==> config.mk <==
export PLATFORM = sky130hd
export DESIGN_NAME = fixed_point_newton_sqrt_core
export DESIGN_NICKNAME = d
export VERILOG_FILES = /design/src/rtl/core/nsq_pkg.sv /design/src/rtl/core/nsq_div.sv /design/src/rtl/core/fixed_point_newton_sqrt_core.sv
export SDC_FILE = /design/constraint.sdc
export NUM_CORES = 2
export LEC_CHECK = 0
export BUFFER_PORTS_ARGS = -buffer_cell sky130_fd_sc_hd__buf_2
export CAP_MARGIN = 20
export CORE_ASPECT_RATIO = 0.7
export CORE_MARGIN = 2
export CORE_UTILIZATION = 35
export CTS_CLUSTER_DIAMETER = 30
export DETAILED_ROUTE_END_ITERATION = 8
export GPL_TIMING_DRIVEN = 0
export PLACE_DENSITY = 0.6
export SYNTH_ARGS = -nofsm -noshare
export SYNTH_HDL_FRONTEND = slang
export SYNTH_SLANG_ARGS = --single-unit
==> constraint.sdc <==
create_clock -name clk_i -period 12.2 [get_ports clk_i]
set_input_delay 2.44 -clock clk_i [delete_from_list [all_inputs] [get_ports clk_i]]
set_output_delay 2.44 -clock clk_i [all_outputs]
set_load 0.05 [all_outputs]
==> src/rtl/core/nsq_pkg.sv <==
`timescale 1ns / 1ps
// Shared constants and types for the fixed-point Newton square root core.
// Used by every other file in the project; depends on nothing.
package nsq_pkg;

  localparam int unsigned WORD_W = 32;
  localparam int unsigned ROOT_W = 31;
  localparam int unsigned FRAC_W = 24;

  // Quotient bits produced by the divider and width of its divisor and remainder.
  localparam int unsigned QUO_W = 26;
  localparam int unsigned DVS_W = 27;

  localparam int unsigned CONST_W = FRAC_W;
  localparam logic [CONST_W-1:0] SEED_A    = CONST_W'(7001300);
  localparam logic [CONST_W-1:0] SEED_B    = CONST_W'(9901241);
  localparam logic [CONST_W-1:0] INV_SQRT2 = CONST_W'(11863283);

  typedef struct packed {
    logic busy;
    logic done;
  } div_stat_t;

endpackage

==> src/rtl/core/nsq_div.sv <==
`timescale 1ns / 1ps
// Bit-serial restoring divider computing (mant << FRAC_W) / divisor.
// Depends on nsq_pkg for widths and the status struct.
module nsq_div (
  input  logic                        clk_i,
  input  logic                        rst_ni,
  input  logic                        start_i,
  input  logic [nsq_pkg::FRAC_W-1:0]  mant_i,
  input  logic [nsq_pkg::DVS_W-1:0]   divisor_i,
  output nsq_pkg::div_stat_t          stat_o,
  output logic [nsq_pkg::QUO_W-1:0]   quo_o
);

  localparam int unsigned PRE_W = nsq_pkg::QUO_W - nsq_pkg::FRAC_W;
  localparam int unsigned CNT_W = $clog2(nsq_pkg::QUO_W);
  localparam int unsigned SH_W  = nsq_pkg::QUO_W;
  localparam int unsigned DW    = nsq_pkg::DVS_W;

  logic             busy_q, busy_d;
  logic             done_q, done_d;
  logic [CNT_W-1:0] cnt_q, cnt_d;
  logic [DW-1:0]    dvs_q, dvs_d;
  logic [DW-1:0]    rem_q, rem_d;
  logic [SH_W-1:0]  sh_q, sh_d;
  logic [nsq_pkg::QUO_W-1:0] quo_q, quo_d;
  logic [DW:0]      shifted;
  logic [DW:0]      trial;

  // The quotient is known to fit QUO_W bits, so the top dividend bits seed the
  // remainder directly and only QUO_W steps remain.
  assign shifted = {rem_q, sh_q[SH_W-1]};
  assign trial   = shifted - {1'b0, dvs_q};

  always_comb begin
    busy_d = busy_q;
    done_d = 1'b0;
    cnt_d  = cnt_q;
    dvs_d  = dvs_q;
    rem_d  = rem_q;
    sh_d   = sh_q;
    quo_d  = quo_q;
    if (start_i) begin
      busy_d = 1'b1;
      cnt_d  = CNT_W'(nsq_pkg::QUO_W - 1);
      dvs_d  = divisor_i;
      rem_d  = DW'(mant_i[nsq_pkg::FRAC_W-1:PRE_W]);
      sh_d   = {mant_i[PRE_W-1:0], {nsq_pkg::FRAC_W{1'b0}}};
      quo_d  = '0;
    end else if (busy_q) begin
      if (!trial[DW]) begin
        rem_d = trial[DW-1:0];
      end else begin
        rem_d = shifted[DW-1:0];
      end
      quo_d = {quo_q[nsq_pkg::QUO_W-2:0], ~trial[DW]};
      sh_d  = {sh_q[SH_W-2:0], 1'b0};
      cnt_d = cnt_q - CNT_W'(1);
      if (cnt_q == '0) begin
        busy_d = 1'b0;
        done_d = 1'b1;
      end
    end
  end

  always_ff @(posedge clk_i or negedge rst_ni) begin
    if (!rst_ni) begin
      busy_q <= 1'b0;
      done_q <= 1'b0;
      cnt_q  <= '0;
    end else begin
      busy_q <= busy_d;
      done_q <= done_d;
      cnt_q  <= cnt_d;
    end
  end

  always_ff @(posedge clk_i) begin
    dvs_q <= dvs_d;
    rem_q <= rem_d;
    sh_q  <= sh_d;
    quo_q <= quo_d;
  end

  assign stat_o.busy = busy_q;
  assign stat_o.done = done_q;
  assign quo_o       = quo_q;

endmodule

==> src/rtl/core/fixed_point_newton_sqrt_core.sv <==
`timescale 1ns / 1ps
// Fixed-point square root: one-bit normalizer, linear seed, two Newton steps.
// Depends on nsq_pkg and instantiates nsq_div.
//
// Usage:
//   The input channel (in_valid_i, in_ready_o, operand_i) takes a signed value
//   with 24 fraction bits. The output channel (out_valid_o, out_ready_i,
//   root_o) returns its square root in the same format; zero and negative
//   requests give 0. Every request gives exactly one result, in order.
//   in_ready_o is high only while the core is idle; one request is worked on
//   at a time. For a positive value the normalizer first moves the leading
//   one to bit 23, one bit per cycle; then the shared divider, run twice,
//   retires one quotient bit per cycle (26 bits per division, plus its start
//   and handoff steps), and the result is registered after the final scaling.
//   Zero and negative values go straight to the final step. The next request
//   is accepted in the cycle after the result is registered.
//   The result sits in an output register; a new request is accepted while it
//   waits. If the receiver stalls, the core holds its next result in the last
//   step until the output register frees. Reset empties the output register
//   and returns the core to idle.
module fixed_point_newton_sqrt_core (
  input  logic                              clk_i,
  input  logic                              rst_ni,
  input  logic                              in_valid_i,
  output logic                              in_ready_o,
  input  logic signed [nsq_pkg::WORD_W-1:0] operand_i,
  output logic                              out_valid_o,
  input  logic                              out_ready_i,
  output logic [nsq_pkg::ROOT_W-1:0]        root_o
);

  localparam int unsigned FW  = nsq_pkg::FRAC_W;
  localparam int unsigned DW  = nsq_pkg::DVS_W;
  localparam int unsigned WW  = nsq_pkg::WORD_W;
  localparam int unsigned RW  = nsq_pkg::ROOT_W;
  localparam int unsigned PW  = nsq_pkg::CONST_W + DW;

  typedef enum logic [8:0] {
    ST_IDLE    = 9'b000000001,
    ST_NORM    = 9'b000000010,
    ST_SEED    = 9'b000000100,
    ST_D1_GO   = 9'b000001000,
    ST_D1_WAIT = 9'b000010000,
    ST_D2_GO   = 9'b000100000,
    ST_D2_WAIT = 9'b001000000,
    ST_SCALE   = 9'b010000000,
    ST_FINISH  = 9'b100000000
  } state_e;

  state_e                 state_q, state_d;
  logic [WW-1:0]          m_q, m_d;
  logic signed [5:0]      n_q, n_d;
  logic [DW-1:0]          y_q, y_d;
  logic [DW-1:0]          z_q, z_d;
  logic                   out_valid_q, out_valid_d;
  logic [RW-1:0]          root_q, root_d;

  logic [nsq_pkg::CONST_W-1:0] mul_a;
  logic [DW-1:0]               mul_b;
  logic [PW-1:0]               prod;
  logic signed [5:0]           half;
  logic [5:0]                  neg_half;
  logic [RW-1:0]               y_wide;
  logic [RW-1:0]               scaled;
  logic                        out_free;

  logic                        div_start;
  logic [DW-1:0]               div_divisor;
  nsq_pkg::div_stat_t          div_stat;
  logic [nsq_pkg::QUO_W-1:0]   div_quo;

  // One multiplier serves both the seed and the 1/sqrt2 correction.
  always_comb begin
    if (state_q == ST_SEED) begin
      mul_a = nsq_pkg::SEED_B;
      mul_b = DW'(m_q[FW-1:0]);
    end else begin
      mul_a = nsq_pkg::INV_SQRT2;
      mul_b = y_q;
    end
  end
  assign prod = PW'(mul_a) * PW'(mul_b);

  assign div_start   = (state_q == ST_D1_GO) || (state_q == ST_D2_GO);
  assign div_divisor = (state_q == ST_D1_GO) ? y_q : z_q;

  nsq_div u_div (
    .clk_i     (clk_i),
    .rst_ni    (rst_ni),
    .start_i   (div_start),
    .mant_i    (m_q[FW-1:0]),
    .divisor_i (div_divisor),
    .stat_o    (div_stat),
    .quo_o     (div_quo)
  );

  // Final scaling by half the exponent; the exponent is even by this point.
  assign half     = n_q >>> 1;
  assign neg_half = 6'(-half);
  assign y_wide   = RW'(y_q);
  assign scaled   = half[5] ? (y_wide >> neg_half[3:0]) : (y_wide << half[2:0]);
  assign out_free = !out_valid_q || out_ready_i;

  always_comb begin
    state_d     = state_q;
    m_d         = m_q;
    n_d         = n_q;
    y_d         = y_q;
    z_d         = z_q;
    out_valid_d = out_valid_q;
    root_d      = root_q;
    if (out_valid_q && out_ready_i) begin
      out_valid_d = 1'b0;
    end
    case (state_q)
      ST_IDLE: begin
        if (in_valid_i) begin
          m_d = operand_i;
          n_d = '0;
          if (operand_i[WW-1] || (operand_i == '0)) begin
            y_d     = '0;
            state_d = ST_FINISH;
          end else begin
            state_d = ST_NORM;
          end
        end
      end
      ST_NORM: begin
        if (m_q[WW-1:FW] != '0) begin
          m_d = m_q >> 1;
          n_d = n_q + 6'sd1;
        end else if (!m_q[FW-1]) begin
          m_d = m_q << 1;
          n_d = n_q - 6'sd1;
        end else begin
          state_d = ST_SEED;
        end
      end
      ST_SEED: begin
        y_d     = DW'(nsq_pkg::SEED_A) + prod[PW-1:FW];
        state_d = ST_D1_GO;
      end
      ST_D1_GO: begin
        state_d = ST_D1_WAIT;
      end
      ST_D1_WAIT: begin
        if (div_stat.done) begin
          z_d     = y_q + DW'(div_quo);
          state_d = ST_D2_GO;
        end
      end
      ST_D2_GO: begin
        state_d = ST_D2_WAIT;
      end
      ST_D2_WAIT: begin
        if (div_stat.done) begin
          y_d     = (z_q >> 2) + DW'(div_quo);
          state_d = ST_SCALE;
        end
      end
      ST_SCALE: begin
        if (n_q[0]) begin
          y_d = prod[PW-1:FW];
          n_d = n_q + 6'sd1;
        end
        state_d = ST_FINISH;
      end
      ST_FINISH: begin
        if (out_free) begin
          root_d      = scaled;
          out_valid_d = 1'b1;
          state_d     = ST_IDLE;
        end
      end
      default: begin
        state_d = ST_IDLE;
      end
    endcase
  end

  always_ff @(posedge clk_i or negedge rst_ni) begin
    if (!rst_ni) begin
      state_q     <= ST_IDLE;
      out_valid_q <= 1'b0;
    end else begin
      state_q     <= state_d;
      out_valid_q <= out_valid_d;
    end
  end

  always_ff @(posedge clk_i) begin
    m_q    <= m_d;
    n_q    <= n_d;
    y_q    <= y_d;
    z_q    <= z_d;
    root_q <= root_d;
  end

  assign in_ready_o  = (state_q == ST_IDLE);
  assign out_valid_o = out_valid_q;
  assign root_o      = root_q;

`ifndef SYNTHESIS
  assert property (@(posedge clk_i) disable iff (!rst_ni)
    div_stat.done |-> (state_q == ST_D1_WAIT || state_q == ST_D2_WAIT))
    else $error("divider finished outside a wait step");

  assert property (@(posedge clk_i) disable iff (!rst_ni)
    div_start |-> !div_stat.busy)
    else $error("divider started while still busy");

  assert property (@(posedge clk_i) disable iff (!rst_ni)
    (state_q == ST_SEED) |-> (m_q[WW-1:FW-1] == 9'd1))
    else $error("mantissa not normalized at seed step");

  assert property (@(posedge clk_i) disable iff (!rst_ni)
    (state_q == ST_FINISH) |-> !n_q[0])
    else $error("odd exponent reached final scaling");

  assert property (@(posedge clk_i) disable iff (!rst_ni)
    (state_q == ST_FINISH && out_valid_q && !out_ready_i) |=> (state_q == ST_FINISH))
    else $error("result left final step while output register was full");
`endif

endmodule

Yosys cells after proc, flatten, opt, wreduce, memory -nomap -nowiden
Cells that the tools add are included.
Cells by class
  $add $sub $neg: 8
  multipliers: 1
  equal/unequal tests: 18
  shift-type cells: 2
  mux-type cells: 42
  bitwise logic cells: 1
  reductions and logical operators: 20
Operators with widths (count)
  $mux 27: 7
  $pmux 27 s4: 1
  $mux 32: 3
  $pmux 9 s9: 1
  $mux 22: 3
  $pmux 32 s2: 1
  $mux 9: 7
  $mux 26: 2
  $mul 24x27->51: 1
  $logic_not 32->1: 1
  $mux 31: 1
  $shl 27x3->31: 1
  $shr 27x4->31: 1
  $sub 28x27->28: 1
  $add 23x27->27 const A: 1
  $add 25x26->27: 1
  $add 27x26->27: 1
  $mux 6: 4
  $pmux 6 s3: 1
  $mux 5: 2
  $ne 2x2->1 const B: 5
  $eq 9x1->1 const B: 1
  $eq 9x2->1 const B: 1
  $eq 9x3->1 const B: 1
  other kinds (27): 43
Word-level totals
  bits in registers: 222
  input bits: 36
  output and inout port bits: 33
  logic and storage cells: 109

Longest topological paths before layout
  depth after elaboration: 5
  mapped depth: 42
  depth with buffers taken out: 38

By module
From an unflattened synthesis, not the netlist that was laid out.
Second synthesis, totals
  cells, all modules: 3341
  area total of the unflattened synthesis: 31078.6 um2
By module, submodules not included
  fixed_point_newton_sqrt_core: times used 1, cells each 2842, area an instance 26053.7 um2, sequential area each 3945.0 um2
  nsq_div: times used 1, cells each 499, area an instance 5024.8 um2, sequential area each 2327.2 um2

Worst setup path after synthesis
OpenSTA, ideal clock, no wires.
  kind: flip-flop to flip-flop
  from: register state_q[5]
  to: register y_q[26], data pin
  library setup time: 0.255 ns
  data arrival time: 9.250 ns
  data required time: 11.945 ns
  setup slack: 2.695 ns
  cell stages (with the launch flop): 39
  buffers on the path: 3
  period minus slack after synthesis: 9.505 ns
  cells stage by stage: dfrtp_1 nor4_4 nand4b_1 inv_1 clkbuf_1 clkbuf_1 nand2_1 nand2b_1 inv_1 fa_1 inv_1 fa_1 inv_1 fa_1 inv_1 fa_1 fa_1 inv_1 (+3 left out) ha_1 clkbuf_1 nand4_1 nor2_1 nor2_1 o32a_1 a21o_1 nand3_1 inv_1 ha_1 or4_1 and4_1 o311a_1 o221ai_2 nor2_4 nor3b_2 o21ai_0 a31o_1
Between the ends
  longest elaborated chain between the ends: 5
  elaborated cells on any way between the ends: 10
  classes of those cells: add/sub (1); mul (1); eq/ne (4); mux (4)
Ends and longest elaborated chain
  start: declaration: line fixed_point_newton_sqrt_core.sv:50  | state_e state_q, state_d;
  start signal: assignment: line fixed_point_newton_sqrt_core.sv:186  | state_q <= state_d;
  $eq 9x3->1: line fixed_point_newton_sqrt_core.sv:74, fixed_point_newton_sqrt_core.sv:115
  $mux 22 or $mux 27 (tied branches): line fixed_point_newton_sqrt_core.sv:74  | if (state_q == ST_SEED) begin
  $mul 24x27->51: line fixed_point_newton_sqrt_core.sv:82  | assign prod = PW'(mul_a) * PW'(mul_b);
  $add 23x27->27 or $mux 27 (tied branches): line fixed_point_newton_sqrt_core.sv:140, fixed_point_newton_sqrt_core.sv:162
  $pmux 27 s4 (*): line fixed_point_newton_sqrt_core.sv:115  | case (state_q)
  end signal: assignment: line fixed_point_newton_sqrt_core.sv:194  | y_q <= y_d;
  end: declaration: line fixed_point_newton_sqrt_core.sv:53  | logic [DW-1:0] y_q, y_d;
Mark *: on every way between the ends. The rest lies on a longest branch, timed or not. The select of a mux whose other input is x is not followed.
A chain may end at the register's enable or synchronous reset.

Worst setup path after layout
Ends and elaborated chain as after synthesis.

==> run metrics <==
DRC viols 0; post-CTS resize count 0; Tot GR Track Use 21.56%; share of synthesized cell area in and, or, nand and nor gates 12.04%; count of final hold-check violations 0; Synth Area in XOR/XNOR 3.491%; core box area 87,670 sq um; min Tclk post-route 11.67 ns; CTS tree built; highest routed metal layer met4; WP data arrival 11.94 ns; area of the multi-input gates 21,980 sq um; synth-to-layout area growth 10.31%; number of fill cells 8,783; Final Skew 0.02998 ns; GPL Wtd Cong 0.9905; Cell variety after synth 112; fmax 85.67 MHz; period utilization 95.67%; IO buf count 68; synth warn 0; first-pass GRT wire length 148,100 um; max cap viols 0; asr flop ratio synth 7.658%; Setup TNS 0 ns; Worst Max-Slew Pin Slew 1.153 ns; adder-cell share of the synthesized area 36.53%; largest net degree at the start of global routing 32; clock-pin slew on the worst setup and hold paths 0.07 ns; final core utilization 38.79%; FF-to-FF path depth 36; Vias 24.66k; mean post-synth cell area 9.404 sq um; met2 WL 37,060 um; crit-path most repeated cell fa_1; GRT Residual Overflow 0; Main synth FF type edfxtp_1; Pins Over Slew Limit 0; post-synthesis compound-gate area fraction 13.08%; vias in the first global route 23.71k; WL final 97,710 um; Mapped Cells 3,278; First-pass DRT Iterations 5; wire length per cell 21.30 um; Clock Tree Root clkbuf_16; FF/Latch Area 6272 sq um; unrepaired setup endpoints after global routing no; kind of end point of the critical path flip-flop; M1 wire length 48,940 um; Post-synth EDFFs 174; io pins 69; HP Class flip-flop to flip-flop; Routed Antenna Nets 0; Final nets 4,149; worst setup margin 0.5279 ns; initial antenna violation count 8; highest-count cells in the layout ignoring fill and taps 585 x inv_1, 404 x ha_1, 310 x fa_1; relative slew slack 22.86%; mux contribution to synthesized area 5.938%; Seq cells post-synth 222; worst-path fanout max 10; largest family of logic cells by synthesized area adder cells; H-tree Lvls 2; Post-Place Worst Slack 0.1661 ns; cts hold-fix bufs 0; most common cell after layout, fill and taps aside inv_1; Critical Path Max Stage Delay 0.55 ns; Slowest cell on crit path nand4b_1; Initial DRC Count 2,847; status finished clean; Setup Fix Bufs, Post-CTS 0; crit start category flip-flop; Setup violations, final 0; metal3 WL 10,550 um; post-DP HPWL 81,530 um; DIE AREA 90,500 sq um; Via density 5.376; Critical Path RT 12.47 ns; cts bufs inserted 34; die height 252.3 um; Synth top area share 20.13%; share of layout cells above drive strength 1 7.859%; Clock Latency Late Sink 0.53 ns; sequential element share of the synthesized area 20.35%; post-synth top area cell fa_1; die width 358.7 um; cell area after synthesis 30,830 sq um; clk sinks 222; # rows 91; initial core utilization 35.16%; Synth area leaders fa_1 20%, edfxtp_1 17%, ha_1 16%, inv_1 7.1%, mux2i_1 3.3%; critical path type flip-flop to flip-flop; WHS Path Cells 2; maximum root-to-sink buffer count 3
==> metrics by stage <==
stage	instance area (sq um)	cells	hold slack, ns
after global routing	34000	4585	0.5422
after CTS	33990	4585	0.5155
after global placement	32660	4518	0.4948
after detailed placement	32790	4525	0.5041
final	34000	4588	0.5235
after floorplan	30860	3288	0.4785
==> cell type report <==
cell class / count / share of cell area, %
Multi-Input combinational cell: 2368 / 64.65
Sequential cell: 222 / 18.45
Inverter: 586 / 6.469
Tap cell: 1162 / 4.276
Clock buffer: 41 / 2.955
Timing Repair Buffer: 75 / 1.303
Buffer: 112 / 1.299
Clock inverter: 19 / 0.5777
Antenna cell: 3 / 0.02208
==> flip-flops by register name, indices dropped and copies added (netlist names), 9 cells and up <==
register	flops
u_div.dvs_q	27
root_o	31
u_div.quo_o	26
state_q	9
z_q	27
u_div.rem_q	27
m_q	32
y_q	27
==> critical path, delay by kind of cell, from the launching register on <==
family                     cells  cell delay, ns
AOI/OAI and AO/OA              7            1.72
adders and majority gates      9            3.94
and+or+nand+nor               11            3.69
buffers and inverters          9            1.55
DFF                            1            0.47
==> logic make-up (layout without fill, tap and decap cells) <==
kind of cell    after synthesis  in the layout
fa+ha+maj                   714            714
buf+inv                     698            833
flops                       222            222
mux                         161            161
xor+xnor                    122            122
other cells                   2             15
simple gates                742            742
compound gates              617            617
==> per-layer routing <==
metal	up-vias	GRT usage, %
met5	-	0
met4	0	2.833
met3	72	4.484
met2	1102	28.33
met1	12080	35.75
li1	11420	-
==> worst paths after layout <==
path | startpoint | slack [ns] | end
max in group asynchronous | rst_ni | 10.01 | state_q[0]$_DFFE_PN1P_
max reg2reg | state_q[5]$_DFFE_PN0P_ | 0.53 | y_q[26]$_SDFFCE_PN0P_
min | u_div.rem_q[22]$_SDFFE_PN0P_ | 0.52 | u_div.rem_q[22]$_SDFFE_PN0P_
min reg2reg | u_div.rem_q[22]$_SDFFE_PN0P_ | 0.52 | u_div.rem_q[22]$_SDFFE_PN0P_
max | state_q[5]$_DFFE_PN0P_ | 0.53 | y_q[26]$_SDFFCE_PN0P_
min in group asynchronous | rst_ni | 1.86 | state_q[5]$_DFFE_PN0P_
==> Yosys cell counts (54+ instances only) <==
cell	number
ha_1	404
clkbuf_1	92
a21oi_1	169
nand2_1	217
mux2i_1	103
o21ai_0	165
nor2_1	165
xnor2_1	87
edfxtp_1	174
inv_1	585
fa_1	310
and2_1	54
Power is not shown: default switching activity piles up to over one toggle a cycle in this logic, so the estimate is an artifact.
